`config.mk`:
```
export PLATFORM = sky130hd
export DESIGN_NAME = block_pid_delta_varint_encoder_core
export DESIGN_NICKNAME = d
export VERILOG_FILES = /design/src/rtl/core/bpdv_pkg.sv /design/src/rtl/core/bpdv_serializer.sv /design/src/rtl/core/block_pid_delta_varint_encoder_core.sv
export VERILOG_INCLUDE_DIRS = /design/src /design/src/rtl/core
export SDC_FILE = /design/constraint.sdc
export NUM_CORES = 1
export LEC_CHECK = 0
export ABC_AREA = 1
export BUFFER_PORTS_ARGS = -buffer_cell sky130_fd_sc_hd__buf_2
export CORE_MARGIN = 2
export CORE_UTILIZATION = 55
export CTS_BUF_LIST = sky130_fd_sc_hd__clkbuf_8 sky130_fd_sc_hd__clkbuf_16
export CTS_CLUSTER_SIZE = 14
export DETAILED_ROUTE_END_ITERATION = 8
export PLACE_DENSITY = 0.7
export SLEW_MARGIN = 20
export SYNTH_ARGS = -nofsm -noshare
export SYNTH_HDL_FRONTEND = slang
export SYNTH_SLANG_ARGS = --single-unit
```
`constraint.sdc`:
```
create_clock -name clk_i -period 8.5 [get_ports clk_i]
set_input_delay 1.275 -clock clk_i [delete_from_list [all_inputs] [get_ports clk_i]]
set_output_delay 1.275 -clock clk_i [all_outputs]
set_load 0.01 [all_outputs]
```
`src/rtl/core/block_pid_delta_varint_encoder_core_macros.svh`:
```
// Assertion macros for the block pid delta varint encoder core.
// Included by the top level; depends on nothing else.
`ifndef BLOCK_PID_DELTA_VARINT_ENCODER_CORE_MACROS_SVH
`define BLOCK_PID_DELTA_VARINT_ENCODER_CORE_MACROS_SVH

// Same-cycle implication, checked on every rising clock edge outside reset.
`define BPDV_ASSERT_IMPL(label, clk, rst_n, ante, cons) \
  label: assert property (@(posedge clk) disable iff (!rst_n) (ante) |-> (cons)) \
    else $error("bpdv assertion failed");

// Next-cycle implication, checked on every rising clock edge outside reset.
`define BPDV_ASSERT_NEXT(label, clk, rst_n, ante, cons) \
  label: assert property (@(posedge clk) disable iff (!rst_n) (ante) |=> (cons)) \
    else $error("bpdv assertion failed");

`endif

```
`src/rtl/core/bpdv_pkg.sv`:
```
// Shared constants and types of the block pid delta varint encoder.
// Used by the serializer and the top level; depends on nothing.
`timescale 1ns / 1ps
`default_nettype none

package bpdv_pkg;

  localparam int unsigned KeyBits        = 64;
  localparam int unsigned RunBits        = 32;
  localparam int unsigned ByteBits       = 8;
  localparam int unsigned GroupBits      = 7;
  localparam int unsigned HalfKeyBitsDef = 32;

  typedef enum logic [1:0] {
    FldHead,
    FldBlock,
    FldPattern,
    FldRun
  } field_e;

  typedef struct packed {
    logic busy;
    logic finish;
  } ser_status_t;

endpackage

`default_nettype wire

```
`src/rtl/core/bpdv_serializer.sv`:
```
// Varint serializer: turns one prepared run into LSB-first 7-bit groups, one byte per cycle while out_ready_i allows.
// Depends on bpdv_pkg.
`timescale 1ns / 1ps
`default_nettype none

module bpdv_serializer #(
  parameter int unsigned HALF_KEY_BITS = bpdv_pkg::HalfKeyBitsDef
) (
  input  wire logic                                clk_i,
  input  wire logic                                rst_ni,
  input  wire logic                                ld_valid_i,
  output logic                                     ld_ready_o,
  input  wire logic                                ld_changed_i,
  input  wire logic [HALF_KEY_BITS-1:0]            ld_block_i,
  input  wire logic [HALF_KEY_BITS-1:0]            ld_pattern_i,
  input  wire logic [HALF_KEY_BITS:0]              ld_zz_i,
  input  wire logic [bpdv_pkg::RunBits-1:0]        ld_run_i,
  output logic                                     out_valid_o,
  input  wire logic                                out_ready_i,
  output logic [bpdv_pkg::ByteBits-1:0]            out_byte_o,
  output logic                                     last_o,
  output bpdv_pkg::ser_status_t                    status_o
);

  localparam int unsigned ValW = (HALF_KEY_BITS + 1 > bpdv_pkg::RunBits) ?
                                 HALF_KEY_BITS + 1 : bpdv_pkg::RunBits;
  localparam int unsigned GrpW = bpdv_pkg::GroupBits;

  bpdv_pkg::field_e fld_q, fld_d;
  logic busy_q, busy_d;
  logic [ValW-1:0] val_q, val_d;
  logic changed_q, changed_d;
  logic [HALF_KEY_BITS-1:0] blk_q, blk_d;
  logic [HALF_KEY_BITS-1:0] pat_q, pat_d;
  logic [bpdv_pkg::RunBits-1:0] run_q, run_d;
  logic out_valid_q, out_valid_d;
  logic [bpdv_pkg::ByteBits-1:0] out_byte_q, out_byte_d;
  logic out_last_q, out_last_d;

  logic emit;
  logic more;
  logic fin;
  logic load;

  always_comb begin
    emit = busy_q && (!out_valid_q || out_ready_i);
    more = |val_q[ValW-1:GrpW];
    fin  = emit && (fld_q == bpdv_pkg::FldRun) && !more;
    ld_ready_o = !busy_q || fin;
    load = ld_valid_i && ld_ready_o;

    fld_d       = fld_q;
    busy_d      = busy_q;
    val_d       = val_q;
    changed_d   = changed_q;
    blk_d       = blk_q;
    pat_d       = pat_q;
    run_d       = run_q;
    out_valid_d = out_valid_q;
    out_byte_d  = out_byte_q;
    out_last_d  = out_last_q;

    if (emit) begin
      out_valid_d = 1'b1;
      out_byte_d  = {more, val_q[GrpW-1:0]};
      out_last_d  = (fld_q == bpdv_pkg::FldRun) && !more;
      if (more) begin
        val_d = val_q >> GrpW;
      end else begin
        unique case (fld_q)
          bpdv_pkg::FldHead: begin
            if (changed_q) begin
              fld_d = bpdv_pkg::FldBlock;
              val_d = ValW'(blk_q);
            end else begin
              fld_d = bpdv_pkg::FldRun;
              val_d = ValW'(run_q);
            end
          end
          bpdv_pkg::FldBlock: begin
            fld_d = bpdv_pkg::FldPattern;
            val_d = ValW'(pat_q);
          end
          bpdv_pkg::FldPattern: begin
            fld_d = bpdv_pkg::FldRun;
            val_d = ValW'(run_q);
          end
          bpdv_pkg::FldRun: begin
            busy_d = 1'b0;
          end
          default: begin
            busy_d = 1'b0;
          end
        endcase
      end
    end else if (out_ready_i) begin
      out_valid_d = 1'b0;
    end

    if (load) begin
      busy_d    = 1'b1;
      fld_d     = bpdv_pkg::FldHead;
      val_d     = ld_changed_i ? '0 : ValW'(ld_zz_i);
      changed_d = ld_changed_i;
      blk_d     = ld_block_i;
      pat_d     = ld_pattern_i;
      run_d     = ld_run_i;
    end
  end

  always_ff @(posedge clk_i or negedge rst_ni) begin
    if (!rst_ni) begin
      fld_q       <= bpdv_pkg::FldHead;
      busy_q      <= 1'b0;
      out_valid_q <= 1'b0;
    end else begin
      fld_q       <= fld_d;
      busy_q      <= busy_d;
      out_valid_q <= out_valid_d;
    end
  end

  always_ff @(posedge clk_i) begin
    val_q      <= val_d;
    changed_q  <= changed_d;
    blk_q      <= blk_d;
    pat_q      <= pat_d;
    run_q      <= run_d;
    out_byte_q <= out_byte_d;
    out_last_q <= out_last_d;
  end

  assign out_valid_o     = out_valid_q;
  assign out_byte_o      = out_byte_q;
  assign last_o          = out_last_q;
  assign status_o.busy   = busy_q;
  assign status_o.finish = fin;

endmodule

`default_nettype wire

```
`src/rtl/core/block_pid_delta_varint_encoder_core.sv`:
```
// Each run is sent as 2 to 10 output bytes when the block id is unchanged and 4 to 16
// when it changes, one byte per cycle from the serializer's output register unless
// out_ready_i stalls it. A run is taken into an input register while the previous one is still being
// sent, so runs follow each other without gaps. The first run after reset always starts
// a new block. Depends on bpdv_pkg, bpdv_serializer and the assertion macro header.
`timescale 1ns / 1ps
`default_nettype none
`include "block_pid_delta_varint_encoder_core_macros.svh"

module block_pid_delta_varint_encoder_core #(
  parameter int unsigned HALF_KEY_BITS = bpdv_pkg::HalfKeyBitsDef
) (
  input  wire logic                             clk_i,
  input  wire logic                             rst_ni,
  input  wire logic                             in_valid_i,
  output logic                                  in_ready_o,
  input  wire logic [bpdv_pkg::KeyBits-1:0]     mapped_value_i,
  input  wire logic [bpdv_pkg::RunBits-1:0]     run_length_i,
  output logic                                  out_valid_o,
  input  wire logic                             out_ready_i,
  output logic [bpdv_pkg::ByteBits-1:0]         out_byte_o,
  output logic                                  last_of_item_o
);

  logic [HALF_KEY_BITS-1:0] last_block_q, prev_pattern_q;
  logic [HALF_KEY_BITS-1:0] in_block, in_pattern, diff;
  logic in_changed, in_lower;
  logic accept;

  logic ib_valid_q, ib_valid_d;
  logic ib_changed_q;
  logic [HALF_KEY_BITS-1:0] ib_block_q, ib_pattern_q;
  logic [HALF_KEY_BITS:0] ib_zz_q;
  logic [bpdv_pkg::RunBits-1:0] ib_run_q;

  logic ld_ready;
  bpdv_pkg::ser_status_t ser_status;

  always_comb begin
    in_block   = mapped_value_i[2*HALF_KEY_BITS-1:HALF_KEY_BITS];
    in_pattern = mapped_value_i[HALF_KEY_BITS-1:0];
    in_changed = (&last_block_q) || (in_block != last_block_q);
    in_lower   = in_pattern < prev_pattern_q;
    diff       = in_lower ? (prev_pattern_q - in_pattern) : (in_pattern - prev_pattern_q);
    in_ready_o = !ib_valid_q || ld_ready;
    accept     = in_valid_i && in_ready_o;
    ib_valid_d = accept || (ib_valid_q && !ld_ready);
  end

  always_ff @(posedge clk_i or negedge rst_ni) begin
    if (!rst_ni) begin
      last_block_q   <= '1;
      prev_pattern_q <= '0;
      ib_valid_q     <= 1'b0;
    end else begin
      ib_valid_q <= ib_valid_d;
      if (accept) begin
        last_block_q   <= in_block;
        prev_pattern_q <= in_pattern;
      end
    end
  end

  // The zigzag code plus one is the magnitude with the sign flag inverted below it.
  always_ff @(posedge clk_i) begin
    if (accept) begin
      ib_changed_q <= in_changed;
      ib_block_q   <= in_block;
      ib_pattern_q <= in_pattern;
      ib_zz_q      <= {diff, !in_lower};
      ib_run_q     <= run_length_i;
    end
  end

  bpdv_serializer #(
    .HALF_KEY_BITS(HALF_KEY_BITS)
  ) u_ser (
    .clk_i       (clk_i),
    .rst_ni      (rst_ni),
    .ld_valid_i  (ib_valid_q),
    .ld_ready_o  (ld_ready),
    .ld_changed_i(ib_changed_q),
    .ld_block_i  (ib_block_q),
    .ld_pattern_i(ib_pattern_q),
    .ld_zz_i     (ib_zz_q),
    .ld_run_i    (ib_run_q),
    .out_valid_o (out_valid_o),
    .out_ready_i (out_ready_i),
    .out_byte_o  (out_byte_o),
    .last_o      (last_of_item_o),
    .status_o    (ser_status)
  );

  `BPDV_ASSERT_NEXT(a_load_busy, clk_i, rst_ni, ib_valid_q && ld_ready, ser_status.busy)
  `BPDV_ASSERT_IMPL(a_stall_full, clk_i, rst_ni, !in_ready_o,
                    ib_valid_q && ser_status.busy && !ser_status.finish)
  `BPDV_ASSERT_NEXT(a_last_block, clk_i, rst_ni, accept,
                    last_block_q == $past(in_block))

endmodule

`default_nettype wire
```
Word-level counts from Yosys, hierarchy flattened
Cells that the tools add are included.

$add $sub $neg: 2. Magnitude comparators: 1. Eq/ne operators: 5. Mux-type cells: 18. Reductions and logical operators: 29.

Operators by type and width (number): 33-bit 2-to-1 mux (4); 33-bit case mux with 3 select lines (1); 32-bit 2-to-1 mux (2); 32-bit subtractor (2); 32-bit < comparator (1); 32-bit inequality test (1); 32-bit AND reduction (1); 26-bit OR reduction (1); 2-bit 2-to-1 mux (4); 1-bit logical AND (7); 1-bit zero test (6); 1-bit 2-to-1 mux (6); 2-bit case mux with 3 select lines (1); 3-bit AND reduction (2); 2-bit nonzero test (3); 1-bit logical OR (5); 5-bit nonzero test (1); 2-bit == test, second input constant (2); 4-bit nonzero test (1); 2-bit by 1-bit == test with 1-bit output, second input constant (1); 2-bit zero test (1); 2-bit inequality test, second input constant (1); 2-bit AND reduction (1).

Flip-flop bits (word level): 338. Input bits: 100. Output and inout port bits: 11. Word-level logic and storage cells: 73.

Depth between registers and ports, before layout
Gate-level depths: netlist of run 1.

Depth after elaboration: 9. Mapped depth: 17. Depth with buffers taken out: 16.

Modules after synthesis
From an unflattened synthesis of run 1, not the netlist that was laid out.

Cells, all modules: 2097. Area, all modules: 18124.9 µm².

By module, submodules not included: block_pid_delta_varint_encoder_core (times used 1, cells each 1515, area each 11813.8 µm²); bpdv_serializer (times used 1, cells each 582, area each 6311.1 µm²).

Least setup slack after synthesis of run 1
No wires, ideal clock.

Kind: input to register. Start: in out_ready_i. End: reg u_ser.blk_q[0] (enable). Setup time: 0.451 ns. Arrival time: 3.866 ns. Data required time: 8.049 ns. Slack: 4.184 ns. Stages on the path: 9. Cell sequence: inv_1 -> nand2_1 -> nand2_1 -> inv_1 -> nand3_1 -> nand2_2 -> nand2_1 -> buf_2 -> inv_1.

Word-level cells in the longest chain between the ends: 6.

RTL lines: start, declared (RTL line block_pid_delta_varint_encoder_core.sv:20) `input wire logic out_ready_i,`; 1-bit logical OR (RTL line bpdv_serializer.sv:46) `emit = busy_q && (!out_valid_q || out_ready_i);`; 1-bit logical AND (RTL line bpdv_serializer.sv:46); 1-bit logical AND (2 in a row) (RTL line bpdv_serializer.sv:48) `fin = emit && (fld_q == bpdv_pkg::FldRun) && !more;`; 1-bit logical OR (RTL line bpdv_serializer.sv:49) `ld_ready_o = !busy_q || fin;`; 1-bit logical AND (RTL line bpdv_serializer.sv:50) `load = ld_valid_i && ld_ready_o;`; end signal, assigned (RTL line bpdv_serializer.sv:126) `blk_q <= blk_d;`; end, declared (RTL line bpdv_serializer.sv:33) `logic [HALF_KEY_BITS-1:0] blk_q, blk_d;`.

Every way passes these cells. A chain may end at the register's enable or synchronous reset.

Worst setup path after layout of run 1
Start: in out_ready_i. End: reg u_ser.blk_q[28] (enable).

The elaborated chain is that of the path after synthesis.

==> results_dict.tcl, run 1 <==
set metrics [dict create \
    post-cts-setup-buffer-count 0 \
    core_area_um2 31800 \
    rsz0062_at_grt "no" \
    synth_edf_count 269 \
    wl_per_cell_um 16.7 \
    synth_nets 2182 \
    clk_pin_slew_ps 50 \
    hold_path_class "reg -> reg" \
    dieWidth_um 184 \
    path_max_fanout 75 \
    worst_slew_pin_slew_ps 1110 \
    cap_violations 0 \
    ctsResizeCount 0 \
    power-per-cell-area_nw_per_um2 320 \
    cts_root_buf "clkbuf_16" \
    first_pass_iters 5 \
    final-max-slew-violation-count 0 \
    clock_skew_ps 22.5 \
    place.gp.congestion 0.953 \
    relSlewSlack_pct 25.9 \
    final_antenna_net_count 0 \
    cts_hold_buf 0 \
    synth_ff_type "edfxtp_1" \
    crit_path_end_kind "flip-flop" \
    cts_buffers 36 \
    synthArstFlopShare_pct 20.4 \
    cts_sinks 338 \
    clock_latency_ps 530 \
    grt_pass1_wl_mm 67.4 \
    htreeDepth 2 \
    syn_inst 2011 \
    die_area_um2 33900 \
    initial_utilization_pct 56.1 \
    drtIter0Drc 1089 \
    setup_viol_count_final 0 \
    outcome "finished, final reports clean" \
    max_freq_mhz 258 \
    antenna_found_initial 0 \
    grt_max_degree 95 \
    rows 65 \
    gr-total-overflow 0 \
    io_pins 111 \
    synthDistinctLibCells 46 \
    nNetsFinal 2275 \
    power_leakage_nw 9.30 \
    synth.yosys.warnings 0 \
    grt_usage_pct 25.8 \
    drc 0 \
    vias_per_cell 5.23 \
    via_count 13400 \
    max-vdd-ir-drop_mv 0.234 \
    crit_arrival_ps 4010 \
    clockBufferDepth 3 \
    num_antenna_cells 0 \
    worstPathRequired_ps 8640 \
    total_power_mw 6.36 \
    cts_tree "done" \
    finalSetupTns_ps 0 \
    detail_route.wirelength_mm 42.8 \
    fin_crit_ps 3870 \
    start_kind "primary input" \
    drive_above_1_share_pct 11.4 \
    yosysSeqAreaShare_pct 55.1 \
    portBuffers 110 \
    synth-seq-cells 338 \
    grt_pass1_vias 13000 \
    die_height_um 184 \
    period_share_pct 45.6 \
    hold_viol 0 \
    syn_avg_cell_area_um2 8.88 \
    area_delta_synth_final_pct 11.2 \
    syn-cell-area_um2 17900 \
    dp_hpwl_mm 31.4 \
    timing_worst_setup_path_type "in -> reg" \
]
==> worst max-delay path, cell delays in order <==
cell and delay, ps:
buf_2 80, inv_1 30, nand2_1 120, nand2_1 70, inv_1 70, nand3_1 140
nand2_2 150, nand2_1 650, inv_4 550, buf_4 780
==> cells by family (layout without fill, tap and decap cells) <==
kind of cell | Yosys count | count (layout) | share of synthesized area (%)
flops | 338 | 338 | 55.1
compound gates | 253 | 253 | 7.62
fa+ha+maj | 71 | 71 | 5.06
simple gates | 907 | 907 | 20.6
xor+xnor | 58 | 58 | 2.85
buf+inv | 384 | 504 | 8.68
==> where the power goes <==
group,leakage [nW],total [mW],internal [mW],switching (mW)
clock network,0.609,1.56,0.931,0.634
logic,5.40,2.45,0.797,1.66
registers,3.29,2.34,2.18,0.158
==> cell usage in the layout (no fill, tap or decap), types with 3 or more instances in the layout <==
cell type / count
a221oi_1: 5
xor2_1: 44
o21ai_1: 57
o22ai_1: 6
inv_2: 4
nand3_1: 58
nor2_2: 8
edfxtp_1: 269
ha_1: 69
clkinv_2: 7
buf_2: 109
or2_2: 5
clkinv_1: 8
nor2_1: 74
inv_6: 3
clkbuf_16: 37
dfstp_2: 32
nand2_1: 707
nor3_1: 3
o21bai_1: 6
o21ai_0: 96
dfrtp_1: 37
bufinv_16: 4
inv_1: 320
nand2_2: 8
xnor2_1: 14
nand4_1: 21
a21oi_1: 72
nand3_2: 4
nor4_1: 5
buf_4: 8
nand3b_1: 6
==> path summary, 6_finish.rpt <==
check	start	end	slack, ps	cells after the start
max in group asynchronous	rst_ni	u_ser.fld_q[1]	6830	2
min in group asynchronous	rst_ni	prev_pattern_q[16]	630	1
worst min register to register	ib_run_q[30]	u_ser.run_q[30]	420	0
worst min-delay path	ib_run_q[30]	u_ser.run_q[30]	420	0
worst max register to register	u_ser.val_q[27]	u_ser.blk_q[28]	4810	8
worst max-delay path	out_ready_i	u_ser.blk_q[28]	4630	10
==> per-layer routing <==
metal,wire [um],GRT usage [%],vias up
li1,-,-,6618
met1,18800,34.6,6259
met2,19900,42.4,436
met3,2530,4.11,96
met4,1580,9.86,0
met5,0,0,-
==> layout make-up <==
cell class	count	area [um^2]
clock buffer	39	953
clock inverter	26	226
fill	2630	11900
inverter	322	1220
multi-input combinational	1289	6460
sequential	338	9840
tap	435	544
timing repair buffer	117	606
==> through the flow <==
step                worst slack (ps)  hold WS (ps)  area [um^2]  instances  utilization, %
global route                    4400           421        19900       2566            62.4
floorplan                       4180           400        17900       2011               -
detailed placement              4120           405        18700       2501            58.7
finish                          4630           416        19900       2566            62.4
global placement                4210           403        18700       2501            58.7
CTS                             4680           416        19900       2566            62.4
==> synth_stat cells (3+ instances only) <==
| cell | instances | share of area [%] |
|---|---|---|
| nor4_1 | 5 | 0.18 |
| buf_4 | 7 | 0.29 |
| nor2_2 | 8 | 0.28 |
| nand4_1 | 21 | 0.74 |
| o21bai_1 | 6 | 0.25 |
| or2_2 | 5 | 0.18 |
| o21ai_0 | 96 | 2.7 |
| nand2_2 | 9 | 0.32 |
| xor2_1 | 44 | 2.2 |
| nand3_1 | 58 | 1.6 |
| clkbuf_1 | 19 | 0.40 |
| buf_2 | 17 | 0.48 |
| nor2_1 | 74 | 1.6 |
| nor3_1 | 3 | 0.084 |
| a221oi_1 | 5 | 0.25 |
| ha_1 | 69 | 4.8 |
| dfrtp_1 | 37 | 5.2 |
| o21ai_1 | 57 | 1.6 |
| nand2_1 | 707 | 15 |
| dfstp_2 | 32 | 4.7 |
| edfxtp_1 | 269 | 45 |
| o22ai_1 | 6 | 0.21 |
| inv_1 | 315 | 6.6 |
| buf_6 | 6 | 0.38 |
| nand3b_1 | 6 | 0.25 |
| xnor2_1 | 14 | 0.69 |
| a21oi_1 | 72 | 2.0 |
| nand3_2 | 4 | 0.22 |
| clkbuf_2 | 13 | 0.36 |
| inv_2 | 5 | 0.11 |
==> registers in the layout (all words and copies together), names as in the netlist, 2 cells and up <==
signal,count
ib_zz_q,33
u_ser.val_q,33
ib_block_q,32
ib_pattern_q,32
ib_run_q,32
last_block_q,32
prev_pattern_q,32
u_ser.blk_q,32
u_ser.pat_q,32
u_ser.run_q,32
u_ser.out_byte_o,8
u_ser.fld_q,2
(Power assumes the default switching activity.)
==> run 2, diff against run 1 <==
--- a/config.mk
+++ b/config.mk
@@ -6,14 +6,14 @@
 export SDC_FILE = /design/constraint.sdc
 export NUM_CORES = 1
 export LEC_CHECK = 0
-export ABC_AREA = 1
+export ABC_AREA = 0
 export BUFFER_PORTS_ARGS = -buffer_cell sky130_fd_sc_hd__buf_2
 export CORE_MARGIN = 2
 export CORE_UTILIZATION = 55
 export CTS_BUF_LIST = sky130_fd_sc_hd__clkbuf_8 sky130_fd_sc_hd__clkbuf_16
 export CTS_CLUSTER_SIZE = 14
 export DETAILED_ROUTE_END_ITERATION = 8
-export PLACE_DENSITY = 0.7
+export PLACE_DENSITY = 0.73
 export SLEW_MARGIN = 20
 export SYNTH_ARGS = -nofsm -noshare
 export SYNTH_HDL_FRONTEND = slang
==> constraint.sdc (replaced) <==
create_clock -name clk_i -period 3.45 [get_ports clk_i]
set_input_delay 0.5175 -clock clk_i [delete_from_list [all_inputs] [get_ports clk_i]]
set_output_delay 0.5175 -clock clk_i [all_outputs]
set_load 0.01 [all_outputs]
==> run 2 against run 1 <==
Die area is 9.2% lower. Clock power is 140% higher. Final cell count is 28% lower. Design area is 6.7% lower. Power is 58% higher. Global-route usage is 0.50 points higher. Critical path depth is 2 higher. Largest power group is now sequential cells. Non-clock buffer count is 48 higher. Sequential power is 100% higher. First-iteration DRC count is 14% lower.
==> results_dict.tcl, run 2 <==
set metrics [dict create \
    outcome "finished, final reports clean" \
    final_antenna_net_count 0 \
    io_pins 111 \
    synth_top_cell_by_area "edfxtp_1" \
    synthArstFlopShare_pct 20.4 \
    grt_usage_pct 26.3 \
    portBuffers 110 \
    clock_latency_ps 520 \
    grt_pass1_vias 10900 \
    synthTopCellsByCount "269 x edfxtp_1, 129 x nand2_1, 83 x inv_1" \
    crit_arrival_ps 3480 \
    num_antenna_cells 0 \
    seqPwrFrac_pct 46.7 \
    setup_viol_count_final 0 \
    grt_util_met3_pct 3.68 \
    cts_root_buf "clkbuf_16" \
    cts_buffers 36 \
    vias_per_cell 5.95 \
    placed_cells 1785 \
    initial_utilization_pct 56.0 \
    final-instance-count-excl-fill 1850 \
    power-per-cell-area_nw_per_um2 542 \
    yosysSeqAreaShare_pct 60.9 \
    synth_nets 1479 \
    synth_edf_count 269 \
    post-cts-setup-buffer-count 0 \
    place.gp.congestion 0.951 \
    fin_ws_ps 228 \
    nNetsFinal 1610 \
    area_delta_synth_final_pct 14.5 \
    clk_pin_slew_ps 60 \
    synth_fa_ha_area_share_pct 5.59 \
    synth_area_leaders "edfxtp_1 50%, dfrtp_1 5.7%, ha_1 5.3%, dfstp_2 5.2%, nand2_1 3.0%" \
    synth-seq-cells 338 \
    place_ws_ps -26.4 \
    grt_max_degree 70 \
    syn_inst 1308 \
    path_max_fanout 4 \
    die_height_um 175 \
    switching_power_mw 2.61 \
    crit_path_end_kind "flip-flop" \
    wl_per_cell_um 21.6 \
    via_count 11000 \
    clock_skew_ps 10.5 \
    gr-total-overflow 0 \
    muxShareOfSynthArea_pct 2.66 \
    final-max-slew-violation-count 0 \
    layout_commonest_cell "edfxtp_1" \
    rows 62 \
    swShare_pct 26.0 \
    max-vdd-ir-drop_mv 0.440 \
    worst_slew_pin_slew_ps 888 \
    first_pass_iters 6 \
    netlist.area_leader.share_pct 49.9 \
    detail_route.wirelength_mm 40.0 \
    timing_worst_setup_path_type "reg -> reg" \
    clockBufferDepth 3 \
    grt_pass1_wl_mm 61.8 \
    use_met1_pct 35.3 \
    synth_most_common_cell "edfxtp_1" \
    rsz0062_at_grt "no" \
    synthDistinctLibCells 68 \
    die_area_um2 30800 \
    htreeDepth 2 \
    hold_path_class "in -> reg" \
    period_share_pct 93.4 \
    dp_hpwl_mm 29.0 \
    reg_top3 "ib_zz_q (33), u_ser.val_q (33)" \
    start_kind "flip-flop" \
    p_int_mw 7.43 \
    finalSetupTns_ps 0 \
    relSlewSlack_pct 40.2 \
    fin_crit_ps 3220 \
    synthXorXnorAreaFrac_pct 3.36 \
    dieWidth_um 175 \
    final_cell_area_um2 18500 \
    worstPathRequired_ps 3710 \
    synth.yosys.warnings 0 \
    fin_hold_ws_ps 171 \
    drtIter0Drc 939 \
    core_area_um2 28900 \
    antenna_found_initial 1 \
    grt_busiest_layer "met2" \
    clock_power_share_pct 37.3 \
    synth_compound_area_share_pct 14.6 \
    cap_violations 0 \
    pwr-share-comb_pct 16.1 \
    fin_util_pct 64.2 \
    final_cell_mix "269 x edfxtp_1, 129 x nand2_1, 110 x buf_2" \
    fill_cells 2235 \
    hold_viol 0 \
    drive_above_1_share_pct 20.9 \
    max_freq_mhz 310 \
    drc 0 \
    dpl-instance-area_um2 17400 \
    cts_tree "done" \
    synth_top_family_by_area "compound AO/OA/AOI/OAI gates" \
    met2_usage_pct 44.3 \
    yosys.area_share.simple_pct 8.83 \
    total_power_mw 10.0 \
    syn-cell-area_um2 16200 \
    cts_sinks 338 \
    synth_ff_type "edfxtp_1" \
    syn_avg_cell_area_um2 12.4 \
    power_leakage_nw 7.04 \
]
[run 2: cell types whose count changed in the layout (fill, tap and decap cells not counted), moves of 36 or more]
cell      previous run  this run
nand2_1            707       129
inv_1              320        93
nand3_1             58        10
o21ai_1             57        10
a211oi_1             0        42
buf_4                8        50
nor2b_1              0        42
xnor2_1             14        50
[run 2: layout make-up]
class | instances | area [um^2] | area share [%]
sequential | 338 | 9840 | 53.2
multi-input combinational | 814 | 5680 | 30.7
timing repair buffer | 165 | 1030 | 5.54
clock buffer | 42 | 1010 | 5.43
tap | 384 | 480 | 2.60
inverter | 84 | 325 | 1.76
clock inverter | 23 | 151 | 0.818
[run 2: cell families after synthesis]
group / count (synthesis)
AOI/OAI and AO/OA: 345
DFF: 338
and+or+nand+nor: 297
buffers and inverters: 156
adders and majority gates: 71
xor gates and xnor gates: 62
muxes: 39
[run 2: layer usage]
metal	part of all wire, %	wire (um)
met5	0	0
met1	42	16900
met3	5.6	2250
met4	3.6	1420
met2	49	19500
[run 2: worst paths after layout]
kind                                        start  slack [ps]                to  cells past startpoint
max in group asynchronous                  rst_ni        2800   last_block_q[3]                      2
worst max register to register  prev_pattern_q[0]         230       ib_zz_q[29]                     12
worst min register to register   ib_pattern_q[29]         410   u_ser.pat_q[29]                      0
worst max-delay path            prev_pattern_q[0]         230       ib_zz_q[29]                     12
worst min-delay path             run_length_i[30]         170      ib_run_q[30]                      1
min in group asynchronous                  rst_ni         250  last_block_q[26]                      1
[run 2: power groups by stage]
stage	sequential (mW)	combinational, mW	clock (mW)
2_1_floorplan	4.74	1.06	0
3_3_place_gp	4.75	1.57	0
3_5_place_dp	4.76	1.58	0
4_1_cts	4.68	1.59	3.80
5_1_grt	4.69	1.77	3.97
6_report	4.68	1.61	3.74
[run 2: what timing repair did]
item	in CTS	in global routing
setup endpoints to repair	0	3
hold buffers	0	0
gates resized for setup	0	1
[run 2: worst max-delay path, stage by stage (launching register included)]
cell and delay [ps]:
dfrtp_1 420, inv_1 120, ha_1 170, inv_1 50
fa_1 420, a211oi_1 360, o211ai_1 200, a31oi_2 280
o21a_1 210, nor2_1 60, o32ai_2 360, o221ai_2 140
xor2_1 160
==> run 3, diff against run 2 <==
--- a/config.mk
+++ b/config.mk
@@ -10,7 +10,7 @@
 export BUFFER_PORTS_ARGS = -buffer_cell sky130_fd_sc_hd__buf_2
 export CORE_MARGIN = 2
 export CORE_UTILIZATION = 55
-export CTS_BUF_LIST = sky130_fd_sc_hd__clkbuf_8 sky130_fd_sc_hd__clkbuf_16
+export CTS_BUF_LIST = sky130_fd_sc_hd__clkbuf_8
 export CTS_CLUSTER_SIZE = 14
 export DETAILED_ROUTE_END_ITERATION = 8
 export PLACE_DENSITY = 0.73
==> run 3 against run 2 <==
Fmax fell by 1.9%. Final cell count rose by 1.9%. Clock skew rose by 4.8 ps.
==> results_dict.tcl, run 3 (synthesis gave the netlist of run 2 again) <==
set metrics [dict create \
    first_pass_iters 5 \
    grt_usage_pct 26.1 \
    p_int_mw 6.97 \
    rr_worst_depth 12 \
    period_share_pct 95.2 \
    cts_tree "done" \
    fin_util_pct 63.7 \
    fin_ws_ps 166 \
    die_height_um 175 \
    reg2reg_from "prev_pattern_q[0]" \
    place_ws_ps -26.4 \
    drtIter0Drc 941 \
    htreeDepth 2 \
    timing_worst_setup_path_type "reg -> reg" \
    clk_pin_slew_ps 70 \
    num_antenna_cells 0 \
    grt_pass1_wl_mm 61.7 \
    path_max_fanout 4 \
    detail_route.wirelength_mm 39.7 \
    pwr-share-comb_pct 16.8 \
    layout_commonest_cell "edfxtp_1" \
    grt_util_met3_pct 4.22 \
    holdCritStartpoint "run_length_i[31]" \
    start_kind "flip-flop" \
    io_pins 111 \
    met2_usage_pct 43.8 \
    max-vdd-ir-drop_mv 0.472 \
    critPathTopFamily "compound AO/OA/AOI/OAI gates" \
    fin_crit_ps 3280 \
    final-instance-count-excl-fill 1886 \
    power_leakage_nw 7.06 \
    clock_power_share_pct 34.2 \
    switching_power_mw 2.58 \
    use_met1_pct 34.5 \
    die_area_um2 30800 \
    rows 62 \
    crit_arrival_ps 3620 \
    seqPwrFrac_pct 49.0 \
    reg2reg_slack_ps 170 \
    clock_skew_ps 15.3 \
    wl_per_cell_um 21.1 \
    nNetsFinal 1628 \
    grt_busiest_layer "met2" \
    dieWidth_um 175 \
    final_antenna_net_count 0 \
    critical_path.most_common_cell "inv_1" \
    setup_viol_count_final 0 \
    antenna_found_initial 1 \
    worstPathCellList "inv_1 -> ha_1 -> inv_1 -> fa_1 -> a211oi_1 -> o211ai_1 -> a31oi_1 -> o21a_1 -> nor2_1 -> o32ai_2 -> o221ai_2 -> xor2_1" \
    drc 0 \
    outcome "finished, final reports clean" \
    worst_slew_pin_slew_ps 848 \
    power-per-cell-area_nw_per_um2 520 \
    post-cts-setup-buffer-count 0 \
    via_count 11000 \
    drive_above_1_share_pct 21.4 \
    vias_per_cell 5.84 \
    rsz0062_at_grt "no" \
    clockBufferDepth 3 \
    place.gp.congestion 0.951 \
    cts_hold_buf 0 \
    core_area_um2 28900 \
    swShare_pct 27.0 \
    cap_violations 0 \
    relSlewSlack_pct 42.9 \
    cts_sinks 338 \
    portBuffers 110 \
    hold_path_class "in -> reg" \
    worstHoldEndpoint "ib_run_q[31]" \
    reg2reg_to "ib_zz_q[29]" \
    critPathBufInv 2 \
    finalSetupTns_ps 0 \
    cpPeakStageDelay_ps 410 \
    cts_root_buf "clkbuf_8" \
    grt_pass1_vias 11000 \
    worstPathRequired_ps 3780 \
    gr-total-overflow 0 \
    final-max-slew-violation-count 0 \
    clock_latency_ps 590 \
    reg_top3 "ib_zz_q (33), u_ser.val_q (33)" \
    max_freq_mhz 305 \
    crit_path_end_kind "flip-flop" \
    initial_utilization_pct 56.0 \
    ctsResizeCount 0 \
    critPathSlowestCell "dfrtp_1" \
    crit_cells 12 \
    placed_cells 1785 \
    final_cell_mix "269 x edfxtp_1, 129 x nand2_1, 110 x buf_2" \
    cts_buffers 54 \
    hold_depth 1 \
    startpoint "prev_pattern_q[0]" \
    hold_viol 0 \
    dp_hpwl_mm 29.0 \
    area_delta_synth_final_pct 13.7 \
    grt_max_degree 70 \
]
-- run 3: worst max path at each step --
| stage | to | slack, ps |
|---|---|---|
| CTS | ib_zz_q[29] | 240 |
| floorplan | ib_block_q[0] | -190 |
| finish | ib_zz_q[29] | 170 |
| detailed placement | ib_zz_q[32] | -30 |
| global route | ib_zz_q[29] | 30 |
| global placement | ib_zz_q[32] | 110 |
-- run 3: layer usage --
layer / up-vias / wire length, um
li1: 5187 / -
met1: 5346 / 16800
met2: 399 / 19300
met3: 77 / 2300
met4: 0 / 1370
met5: - / 0
-- run 3: cell type report --
class,instances,area (um^2)
Fill cell,2267,10500
Tap cell,384,480
Timing Repair Buffer,165,1030
Sequential cell,338,9840
Inverter,84,325
Clock inverter,43,236
Multi-Input combinational cell,814,5670
Clock buffer,58,798
-- run 3: metrics by stage --
step / area, um^2 / power (mW) / hold WS [ps]
floorplan: 16200 / 5.80 / 222
global placement: 17400 / 6.32 / 401
detailed placement: 17400 / 6.34 / 405
CTS: 18400 / 9.62 / 70.1
global route: 18400 / 9.96 / 79.6
finish: 18400 / 9.55 / 106
-- run 3: power groups by stage --
| stage | clock (mW) | combinational (mW) | sequential (mW) |
|---|---|---|---|
| 2_1_floorplan | 0 | 1.06 | 4.74 |
| 3_3_place_gp | 0 | 1.57 | 4.75 |
| 3_5_place_dp | 0 | 1.58 | 4.76 |
| 4_1_cts | 3.34 | 1.59 | 4.68 |
| 5_1_grt | 3.50 | 1.77 | 4.70 |
| 6_report | 3.26 | 1.61 | 4.68 |
